===== config.mk =====
export PLATFORM = sky130hd
export DESIGN_NAME = sogi_quadrature_generator_unit
export DESIGN_NICKNAME = d
export VERILOG_FILES = /design/src/design/sqg_pkg.sv /design/src/design/sqg_mac.sv /design/src/design/sogi_quadrature_generator_unit.sv
export SDC_FILE = /design/constraint.sdc
export NUM_CORES = 2
export LEC_CHECK = 0
export BUFFER_PORTS_ARGS = -buffer_cell sky130_fd_sc_hd__buf_2
export CAP_MARGIN = 30
export CORE_ASPECT_RATIO = 1.25
export CORE_MARGIN = 2
export CORE_UTILIZATION = 45
export CTS_CLUSTER_SIZE = 8
export DETAILED_ROUTE_END_ITERATION = 16
export PLACE_DENSITY = 0.56
export SLEW_MARGIN = 10
export SYNTH_ARGS = -nofsm -noshare
export SYNTH_HDL_FRONTEND = slang
export SYNTH_SLANG_ARGS = --single-unit

===== constraint.sdc =====
create_clock -name clk -period 12.3 [get_ports clk]
set_input_delay 0.615 -clock clk [delete_from_list [all_inputs] [get_ports clk]]
set_output_delay 0.615 -clock clk [all_outputs]
set_load 0.02 [all_outputs]

===== src/design/sqg_pkg.sv =====
// Shared types and constants for the SOGI quadrature generator.
// No dependencies; imported by sqg_mac and the top level.
package sqg_pkg;

	localparam int COEF_W      = 32;   // Q2.x coefficient registers
	localparam int HIST_W      = 40;   // history word width
	localparam int RESULT_W    = 16;   // result width
	localparam int CHUNK_W     = 20;   // multiplier operand B slice
	localparam int OPER_W      = 64;   // B operand before slicing
	localparam int CFG_INDEX_W = 2;

	localparam logic signed [COEF_W-1:0] RST_GAIN_B0       = 32'sd5897527;
	localparam logic signed [COEF_W-1:0] RST_FEEDBACK_A1   = 32'sd1061828659;
	localparam logic signed [COEF_W-1:0] RST_FEEDBACK_A2   = -32'sd530444567;
	localparam logic signed [COEF_W-1:0] RST_HALF_OMEGA_TS = 32'sd4216587;

	typedef enum logic [CFG_INDEX_W-1:0] {
		CFG_GAIN_B0       = 2'd0,
		CFG_FEEDBACK_A1   = 2'd1,
		CFG_FEEDBACK_A2   = 2'd2,
		CFG_HALF_OMEGA_TS = 2'd3
	} cfg_reg_t;

	typedef enum logic [1:0] {
		ST_IDLE,
		ST_RUN,
		ST_DRAIN,
		ST_DONE
	} state_t;

	// product terms in issue order
	typedef enum logic [2:0] {
		T_LB,     // lamda * b0
		T_DIFF,   // b0 * (x0 - x2)
		T_A1I,    // a1 * a1h
		T_A2I,    // a2 * a2h
		T_A1Q,    // a1 * b1h
		T_A2Q,    // a2 * b2h
		T_SUMQ    // lb * (x0 + 2x1 + x2)
	} term_t;

	typedef enum logic [1:0] {
		SUM_LB,
		SUM_IP,
		SUM_QD
	} sum_t;

	typedef struct packed {
		logic       issue;
		logic       start;
		logic       last;
		logic [1:0] chunk;
		logic       scale;
		sum_t       tag;
	} mac_ctl_t;

	typedef struct packed {
		logic valid;
		sum_t tag;
	} mac_fin_t;

endpackage


===== src/design/sqg_mac.sv =====
// Shared multiply-accumulate unit: 32x21 signed multiplier, shifting
// accumulator and round-to-history shifter. Depends on sqg_pkg.
module sqg_mac #(
	parameter int ACC_W           = 78,
	parameter int COEF_FRAC_BITS  = 29,
	parameter int STATE_FRAC_BITS = 16
) (
	input  logic                              clk,
	input  logic                              arst_n,
	input  sqg_pkg::mac_ctl_t                 ctl,
	input  logic signed [sqg_pkg::COEF_W-1:0] a_op,
	input  logic signed [sqg_pkg::CHUNK_W:0]  b_chunk,
	output sqg_pkg::mac_fin_t                 fin,
	output logic signed [ACC_W-1:0]           rnd
);
	import sqg_pkg::*;

	localparam int PROD_W = COEF_W + CHUNK_W + 1;
	localparam int SH_W   = 7;
	localparam logic signed [ACC_W-1:0] RND_HALF =
		{{(ACC_W-1){1'b0}}, 1'b1} << (COEF_FRAC_BITS - 1);

	logic signed [PROD_W-1:0] prod_s1;
	mac_ctl_t                 ctl_s1;
	logic signed [ACC_W-1:0]  acc_q;
	logic signed [ACC_W-1:0]  addend;
	logic signed [ACC_W-1:0]  base;
	logic [SH_W-1:0]          sh;
	mac_fin_t                 fin_q;

	always_ff @(posedge clk) begin
		if (ctl.issue) begin
			prod_s1 <= PROD_W'(a_op) * PROD_W'(b_chunk);
		end
	end

	always_ff @(posedge clk or negedge arst_n) begin
		if (!arst_n) begin
			ctl_s1 <= '0;
			fin_q  <= '0;
		end else begin
			ctl_s1    <= ctl;
			fin_q.valid <= ctl_s1.issue & ctl_s1.last;
			fin_q.tag   <= ctl_s1.tag;
		end
	end

	// slice k weighs 2^(20k); scaled terms carry the extra state fraction
	always_comb begin
		sh = SH_W'(CHUNK_W * int'(ctl_s1.chunk));
		if (ctl_s1.scale) begin
			sh = sh + SH_W'(STATE_FRAC_BITS);
		end
		addend = ACC_W'(prod_s1) <<< sh;
		base   = ctl_s1.start ? '0 : acc_q;
	end

	always_ff @(posedge clk) begin
		if (ctl_s1.issue) begin
			acc_q <= base + addend;
		end
	end

	// round half up, drop coefficient fraction bits
	assign rnd = (acc_q + RND_HALF) >>> COEF_FRAC_BITS;
	assign fin = fin_q;

endmodule


===== src/design/sogi_quadrature_generator_unit.sv =====
// SOGI quadrature generator top level: sequencer, history and I/O registers.
// Depends on sqg_pkg and sqg_mac.
//
//  channel | direction | handshake          | payload
//  --------+-----------+--------------------+------------------------------
//  input   | in        | in_valid/in_stall  | sample
//  output  | out       | out_valid/out_stall| in_phase, quadrature
//  config  | in        | cfg_valid/cfg_ready| cfg_index, cfg_data
//
// One sample takes 12 + LB_CHUNKS multiplier passes through the single shared
// 32x21 multiplier, then the accumulate and round stages, the load of the output
// register and a return to the idle state before the next transfer is taken.
// Reset loads the coefficient defaults and zeroes all history.
// in_stall is high from the accepted transfer until the result is loaded;
// a stalled output holds the next result back in the final state.
module sogi_quadrature_generator_unit #(
	parameter int SAMPLE_WIDTH    = 16,
	parameter int COEF_FRAC_BITS  = 29,
	parameter int STATE_FRAC_BITS = 16
) (
	input  logic                                   clk,
	input  logic                                   arst_n,
	input  logic                                   in_valid,
	output logic                                   in_stall,
	input  logic [SAMPLE_WIDTH-1:0]                sample,
	output logic                                   out_valid,
	input  logic                                   out_stall,
	output logic [sqg_pkg::RESULT_W-1:0]           in_phase,
	output logic [sqg_pkg::RESULT_W-1:0]           quadrature,
	input  logic                                   cfg_valid,
	output logic                                   cfg_ready,
	input  logic [sqg_pkg::CFG_INDEX_W-1:0]        cfg_index,
	input  logic [sqg_pkg::COEF_W-1:0]             cfg_data
);
	import sqg_pkg::*;

	localparam int LB_W      = 64 - COEF_FRAC_BITS;
	localparam int LB_CHUNKS = (LB_W - 2) / CHUNK_W + 1;
	localparam int ACC_Q     = LB_W + SAMPLE_WIDTH + 3 + STATE_FRAC_BITS;
	localparam int ACC_H     = COEF_W + HIST_W + 2;
	localparam int ACC_W     = ((ACC_Q > ACC_H) ? ACC_Q : ACC_H) + 4;
	localparam int HIST_EXT_W = HIST_W + 1;
	localparam logic signed [HIST_EXT_W-1:0] RES_HALF =
		{{(HIST_EXT_W-1){1'b0}}, 1'b1} << (STATE_FRAC_BITS - 1);

	state_t state_q, state_d;
	term_t  term_q, term_next;
	logic [1:0] chunk_q;
	logic       chunk_last;
	logic       term_start, term_end, term_scale;
	sum_t       term_tag;

	logic signed [COEF_W-1:0] gain_b0_q, feedback_a1_q, feedback_a2_q, half_omega_ts_q;
	logic signed [SAMPLE_WIDTH-1:0] sample_q, x1_q, x2_q;
	logic signed [HIST_W-1:0] hist_i1_q, hist_i2_q, hist_q1_q, hist_q2_q;
	logic signed [LB_W-1:0] lb_q;
	logic signed [SAMPLE_WIDTH:0]   diff;
	logic signed [SAMPLE_WIDTH+2:0] sum3;

	logic signed [COEF_W-1:0]  a_op;
	logic signed [OPER_W-1:0]  b_op, b_sh;
	logic signed [CHUNK_W:0]   b_chunk;
	mac_ctl_t                  ctl;
	mac_fin_t                  fin;
	logic signed [ACC_W-1:0]   rnd;
	logic signed [HIST_W-1:0]  hist_new;
	logic [ACC_W-HIST_W:0]     rnd_upper;

	logic                out_valid_q;
	logic [RESULT_W-1:0] in_phase_q, quadrature_q;
	logic                out_free;
	logic                in_xfer;

	function automatic logic [RESULT_W-1:0] to_result(input logic signed [HIST_W-1:0] h);
		logic signed [HIST_EXT_W-1:0] t;
		logic signed [HIST_EXT_W-1:0] q;
		t = HIST_EXT_W'(h) + RES_HALF;
		q = t >>> STATE_FRAC_BITS;
		if (&q[HIST_EXT_W-1:RESULT_W-1] || ~|q[HIST_EXT_W-1:RESULT_W-1]) begin
			return q[RESULT_W-1:0];
		end else if (q[HIST_EXT_W-1]) begin
			return {1'b1, {(RESULT_W-1){1'b0}}};
		end else begin
			return {1'b0, {(RESULT_W-1){1'b1}}};
		end
	endfunction

	assign cfg_ready = 1'b1;
	assign in_xfer   = in_valid && !in_stall;
	assign out_free  = !out_valid_q || !out_stall;
	assign out_valid = out_valid_q;
	assign in_phase  = in_phase_q;
	assign quadrature = quadrature_q;

	// term attributes and order
	always_comb begin
		term_start = 1'b0;
		term_end   = 1'b0;
		term_scale = 1'b0;
		term_tag   = SUM_IP;
		term_next  = T_LB;
		case (term_q)
			T_LB: begin
				term_start = 1'b1;
				term_end   = 1'b1;
				term_tag   = SUM_LB;
				term_next  = T_DIFF;
			end
			T_DIFF: begin
				term_start = 1'b1;
				term_scale = 1'b1;
				term_next  = T_A1I;
			end
			T_A1I: begin
				term_next = T_A2I;
			end
			T_A2I: begin
				term_end  = 1'b1;
				term_next = T_A1Q;
			end
			T_A1Q: begin
				term_start = 1'b1;
				term_tag   = SUM_QD;
				term_next  = T_A2Q;
			end
			T_A2Q: begin
				term_tag  = SUM_QD;
				term_next = T_SUMQ;
			end
			T_SUMQ: begin
				term_end   = 1'b1;
				term_scale = 1'b1;
				term_tag   = SUM_QD;
				term_next  = T_LB;
			end
			default: begin
				term_next = T_LB;
			end
		endcase
		if (term_q == T_SUMQ) begin
			chunk_last = (chunk_q == 2'(LB_CHUNKS - 1));
		end else begin
			chunk_last = (chunk_q == 2'd1);
		end
	end

	// next state
	always_comb begin
		state_d = state_q;
		case (state_q)
			ST_IDLE: begin
				if (in_xfer) state_d = ST_RUN;
			end
			ST_RUN: begin
				if (term_q == T_SUMQ && chunk_last) state_d = ST_DRAIN;
			end
			ST_DRAIN: begin
				if (fin.valid && fin.tag == SUM_QD) state_d = ST_DONE;
			end
			ST_DONE: begin
				if (out_free) state_d = ST_IDLE;
			end
			default: begin
				state_d = ST_IDLE;
			end
		endcase
	end

	// sequencer outputs
	always_comb begin
		in_stall  = (state_q != ST_IDLE);
		ctl.issue = (state_q == ST_RUN);
		ctl.start = term_start && (chunk_q == 2'd0);
		ctl.last  = term_end && chunk_last;
		ctl.chunk = chunk_q;
		ctl.scale = term_scale;
		ctl.tag   = term_tag;
	end

	// operand selection
	always_comb begin
		diff = (SAMPLE_WIDTH+1)'(sample_q) - (SAMPLE_WIDTH+1)'(x2_q);
		sum3 = (SAMPLE_WIDTH+3)'(sample_q) + ((SAMPLE_WIDTH+3)'(x1_q) <<< 1)
			+ (SAMPLE_WIDTH+3)'(x2_q);
		case (term_q)
			T_LB: begin
				a_op = half_omega_ts_q;
				b_op = OPER_W'(gain_b0_q);
			end
			T_DIFF: begin
				a_op = COEF_W'(diff);
				b_op = OPER_W'(gain_b0_q);
			end
			T_A1I: begin
				a_op = feedback_a1_q;
				b_op = OPER_W'(hist_i1_q);
			end
			T_A2I: begin
				a_op = feedback_a2_q;
				b_op = OPER_W'(hist_i2_q);
			end
			T_A1Q: begin
				a_op = feedback_a1_q;
				b_op = OPER_W'(hist_q1_q);
			end
			T_A2Q: begin
				a_op = feedback_a2_q;
				b_op = OPER_W'(hist_q2_q);
			end
			T_SUMQ: begin
				a_op = COEF_W'(sum3);
				b_op = OPER_W'(lb_q);
			end
			default: begin
				a_op = '0;
				b_op = '0;
			end
		endcase
		case (chunk_q)
			2'd0:    b_sh = b_op;
			2'd1:    b_sh = b_op >>> CHUNK_W;
			default: b_sh = b_op >>> (2 * CHUNK_W);
		endcase
		// lower slices are unsigned, the top slice carries the sign
		if (chunk_last) begin
			b_chunk = b_sh[CHUNK_W:0];
		end else begin
			b_chunk = {1'b0, b_sh[CHUNK_W-1:0]};
		end
	end

	sqg_mac #(
		.ACC_W           (ACC_W),
		.COEF_FRAC_BITS  (COEF_FRAC_BITS),
		.STATE_FRAC_BITS (STATE_FRAC_BITS)
	) u_mac (
		.clk     (clk),
		.arst_n  (arst_n),
		.ctl     (ctl),
		.a_op    (a_op),
		.b_chunk (b_chunk),
		.fin     (fin),
		.rnd     (rnd)
	);

	// saturate rounded sum to the history width
	always_comb begin
		rnd_upper = rnd[ACC_W-1:HIST_W-1];
		if (&rnd_upper || ~|rnd_upper) begin
			hist_new = rnd[HIST_W-1:0];
		end else if (rnd[ACC_W-1]) begin
			hist_new = {1'b1, {(HIST_W-1){1'b0}}};
		end else begin
			hist_new = {1'b0, {(HIST_W-1){1'b1}}};
		end
	end

	always_ff @(posedge clk or negedge arst_n) begin
		if (!arst_n) begin
			state_q         <= ST_IDLE;
			term_q          <= T_LB;
			chunk_q         <= '0;
			out_valid_q     <= 1'b0;
			gain_b0_q       <= RST_GAIN_B0;
			feedback_a1_q   <= RST_FEEDBACK_A1;
			feedback_a2_q   <= RST_FEEDBACK_A2;
			half_omega_ts_q <= RST_HALF_OMEGA_TS;
			sample_q        <= '0;
			x1_q            <= '0;
			x2_q            <= '0;
			hist_i1_q       <= '0;
			hist_i2_q       <= '0;
			hist_q1_q       <= '0;
			hist_q2_q       <= '0;
		end else begin
			state_q <= state_d;

			if (cfg_valid && cfg_ready) begin
				case (cfg_index)
					CFG_GAIN_B0:       gain_b0_q       <= cfg_data;
					CFG_FEEDBACK_A1:   feedback_a1_q   <= cfg_data;
					CFG_FEEDBACK_A2:   feedback_a2_q   <= cfg_data;
					CFG_HALF_OMEGA_TS: half_omega_ts_q <= cfg_data;
					default: ;
				endcase
			end

			if (in_xfer) begin
				sample_q <= sample;
				term_q   <= T_LB;
				chunk_q  <= '0;
			end else if (state_q == ST_RUN) begin
				if (chunk_last) begin
					chunk_q <= '0;
					term_q  <= term_next;
				end else begin
					chunk_q <= chunk_q + 2'd1;
				end
			end

			if (fin.valid) begin
				case (fin.tag)
					SUM_IP: begin
						hist_i1_q <= hist_new;
						hist_i2_q <= hist_i1_q;
					end
					SUM_QD: begin
						hist_q1_q <= hist_new;
						hist_q2_q <= hist_q1_q;
					end
					default: ;
				endcase
			end

			if (state_q == ST_DONE && out_free) begin
				out_valid_q <= 1'b1;
				x1_q        <= sample_q;
				x2_q        <= x1_q;
			end else if (!out_stall) begin
				out_valid_q <= 1'b0;
			end
		end
	end

	always_ff @(posedge clk) begin
		if (fin.valid && fin.tag == SUM_LB) begin
			lb_q <= rnd[LB_W-1:0];
		end
		if (state_q == ST_DONE && out_free) begin
			in_phase_q   <= to_result(hist_i1_q);
			quadrature_q <= to_result(hist_q1_q);
		end
	end

endmodule


==> flow_summary_export.csv <==
group,metric,value,unit
outcome,status,"completed",
place,io_buffer_count,88,
synthesis,synth_area,0.0570,sq mm
global_route,grt_pass1_vias,44300,
timing,clock_skew,0.0575,ns
synthesis,synth_seq_cells,553,
synthesis,async_flop_share,64.2,%
global_route,grt_pass1_wl,270000,microns
timing,slew_viol_final,0,
worst_setup_path,rr_startpoint,"sample_q[1]$_DFFE_PN0P_",
place,place_congestion,0.944,
worst_setup_path,r2r_end,"u_mac.prod_s1[52]$_DFFE_PP_",
clock_tree,clk_pin_slew,0.05,ns
layout,diodes,0,
layout,final_core_util,49.3,%
worst_setup_path,cp_common_cell,"fa_1",
floorplanning,initial_core_util,45.4,%
timing,period_needed,11.18,ns
hold_path,hold_class,"in -> reg",
place,place_hpwl,138000,microns
layout,fin_nets,6921,
layout,syn2layout_area_growth,8.58,%
worst_setup_path,reg2reg_depth,39,
global_route,grt_antenna_before_repair,2,
global_route,overflow,0,
hold_path,holdPathEnd,"sample_q[12]$_DFFE_PN0P_",
worst_setup_path,startpoint_type,"flip-flop",
timing,rsz0062_at_grt,"false",
timing,setup_viol,0,
clock_tree,root_buffer,"clkbuf_16",
drt,detail_route.first_pass.iterations,6,
synthesis,syn_nets,6959,
synthesis,synth_compound_area_share,11.5,%
synthesis,yosysUniqueCellTypes,93,
worst_setup_path,slowest_stage,"a211o_1",
hold_path,min_path_cells,2,
floorplanning,core,0.125,sq mm
timing,fmax,0.0894,GHz
drt,viasPerCell,5.61,
worst_setup_path,arrival,11.60,ns
synthesis,synth_fa_ha_area_share,29.7,%
floorplanning,fp-row-count,145,
drt,route.detailed.drc,0,
worst_setup_path,critical_path_class,"reg -> reg",
floorplanning,die_w,322,microns
drt,route.vias.total,43000,
clock_tree,postCtsSetupBuffers,0,
synthesis,syn-mean-instance-area,9.55,sq um
synthesis,yosysSeqAreaShare,26.2,%
hold_path,holdCritStartpoint,"sample[12]",
synthesis,yosysTopAreaCellShare,24.2,%
worst_setup_path,rrSetupSlack,1.12,ns
clock_tree,cts_tree,"yes",
synthesis,synth_top_family_by_area,"adder cells",
layout,final_common_cell,"inv_1",
synthesis,synth_ff_type,"dfrtp_1",
timing,hold_violations,0,
clock_tree,numClockSinks,553,
flow_run,drv_cap,0,
timing,setup_slack,1.12,ns
clock_tree,clockBufferDepth,3,
clock_tree,cts_buffers,80,
layout,fillCellCount,11800,
drt,totalWireLength,174000,microns
drt,ant_nets,0,
timing,relSlewSlack,33.8,%
drt,wl_per_cell,22.6,microns
worst_setup_path,crit_path_end_kind,"flip-flop",
synthesis,synth_top_area_cell,"fa_1",
synthesis,yosys.area_share.simple,13.6,%
floorplanning,top_level_ports,90,
synthesis,synthTopCellsByArea,"fa_1 24%, dfrtp_1 13%, edfxtp_1 10%, inv_1 5.6%, ha_1 5.5%",
synthesis,yosys_warnings,0,
worst_setup_path,cp_slowest_stage_delay,0.76,ns
clock_tree,htreeDepth,3,
clock_tree,worstSkewPairLatency,0.69,ns
drt,dr.first_iter.drc_count,2928,
synthesis,synth-xor-area-share,3.60,%
timing,post-route-period-util,90.9,%
timing,hold_slack,0.164,ns
global_route,grt_max_degree,89,
global_route,grt_usage,27.3,%
timing,worst_pin_slew,0.989,ns
layout,final_cell_mix,"844 x inv_1, 690 x nand2_1, 688 x fa_1",
synthesis,synth_edf_count,198,
place,dpl_worst_slack,1.16,ns
synthesis,synth_mux_area_share,7.55,%
synthesis,postSynthCellCount,5964,
floorplanning,die_height,402,microns
layout,layout-drive-gt1-share,11.5,%
worst_setup_path,required,12.72,ns
worst_setup_path,crit_fanout,21,
floorplanning,die-area,0.129,sq mm
timing,tns,0,ns
## worst max path at each step
stage,from,to,slack [ns]
2_1_floorplan,sample_q[2]$_DFFE_PN0P_,u_mac.prod_s1[52]$_DFFE_PP_,2.31
3_3_place_gp,sample_q[1]$_DFFE_PN0P_,u_mac.prod_s1[52]$_DFFE_PP_,1.25
3_5_place_dp,sample_q[1]$_DFFE_PN0P_,u_mac.prod_s1[52]$_DFFE_PP_,1.16
4_1_cts,sample_q[1]$_DFFE_PN0P_,u_mac.prod_s1[52]$_DFFE_PP_,1.14
5_1_grt,sample_q[2]$_DFFE_PN0P_,u_mac.prod_s1[52]$_DFFE_PP_,0.53
6_report,sample_q[1]$_DFFE_PN0P_,u_mac.prod_s1[52]$_DFFE_PP_,1.12
## Yosys cell counts, types with 46 or more instances
cell type    n
nand3_1    105
mux2_2     255
clkbuf_1   277
dfrtp_1    300
and3_1      46
a21o_1      76
o21ai_1     83
a22oi_1     84
nor2b_1    124
dfstp_2     55
fa_1       688
mux2i_1    128
o21ai_0    161
xor2_1      90
nand2_1    690
nor2_1     362
inv_1      844
xnor2_1    144
ha_1       252
nand4_1     53
a21oi_1    228
and2_1     122
edfxtp_1   198
## cell type report
type                       instances  area, sq um  area share [%]
clock inverter                     8          168           0.271
multi-input combinational       4237        37800            61.1
sequential                       553        14900            24.1
clock buffer                     132         2230            3.60
tap                             1690         2110            3.42
inverter                         847         3180            5.14
timing repair buffer             207         1470            2.38
## kinds of logic after synthesis
| logic type | Yosys count |
|---|---|
| simple gates | 1666 |
| buf+inv | 1174 |
| compound gates | 1006 |
| fa+ha+maj | 940 |
| flops | 553 |
| mux | 390 |
| xor+xnor | 234 |
| other cells | 1 |
## worst max-delay path: cells and delay by family (launching register included)
| kind | cells | cell delay, ns |
|---|---|---|
| adders and majority gates | 11 | 5.08 |
| xor gates and xnor gates | 1 | 0.13 |
| AOI/OAI and AO/OA | 11 | 3.21 |
| DFF | 1 | 0.46 |
| buffers and inverters | 8 | 0.42 |
| and+or+nand+nor | 8 | 1.60 |
## per-stage QoR
| stage | instances | area (sq um) |
|---|---|---|
| 6_report | 7674 | 61900 |
| 5_1_grt | 7674 | 61900 |
| 4_1_cts | 7669 | 61800 |
| 3_5_place_dp | 7528 | 59400 |
| 3_3_place_gp | 7520 | 59200 |
| 2_1_floorplan | 5964 | 57000 |
## registers in the layout (all words and copies together), names as in the netlist
register         flops
hist_q1_q           40
hist_i1_q           40
state_q              2
hist_i2_q           40
half_omega_ts_q     32
in_phase            16
u_mac.acc_q         78
lb_q                35
sample_q            16
quadrature          16
gain_b0_q           32
out_valid            1
feedback_a2_q       32
chunk_q              2
u_mac.prod_s1       53
x1_q                16
feedback_a1_q       32
x2_q                16
term_q               3
u_mac.ctl_s1         8
u_mac.fin            3
hist_q2_q           40
## metal layers
metal	track usage [%]	part of all wire (%)	vias up
met5	0	0	-
met4	13.4	5.4	0
met3	3.23	4.9	337
met2	46.1	49	1215
met1	34.6	41	21900
li1	-	-	19600
## repair_timing
| item | CTS | global route |
|---|---|---|
| hold endpoints to repair | 68 | 0 |
| gates resized for setup | 0 | 0 |
| hold buffers | 1 | 0 |
Power is left out: the tool's default activity adds up to more than one toggle a clock period on the data nets, which glitch-free logic cannot reach.
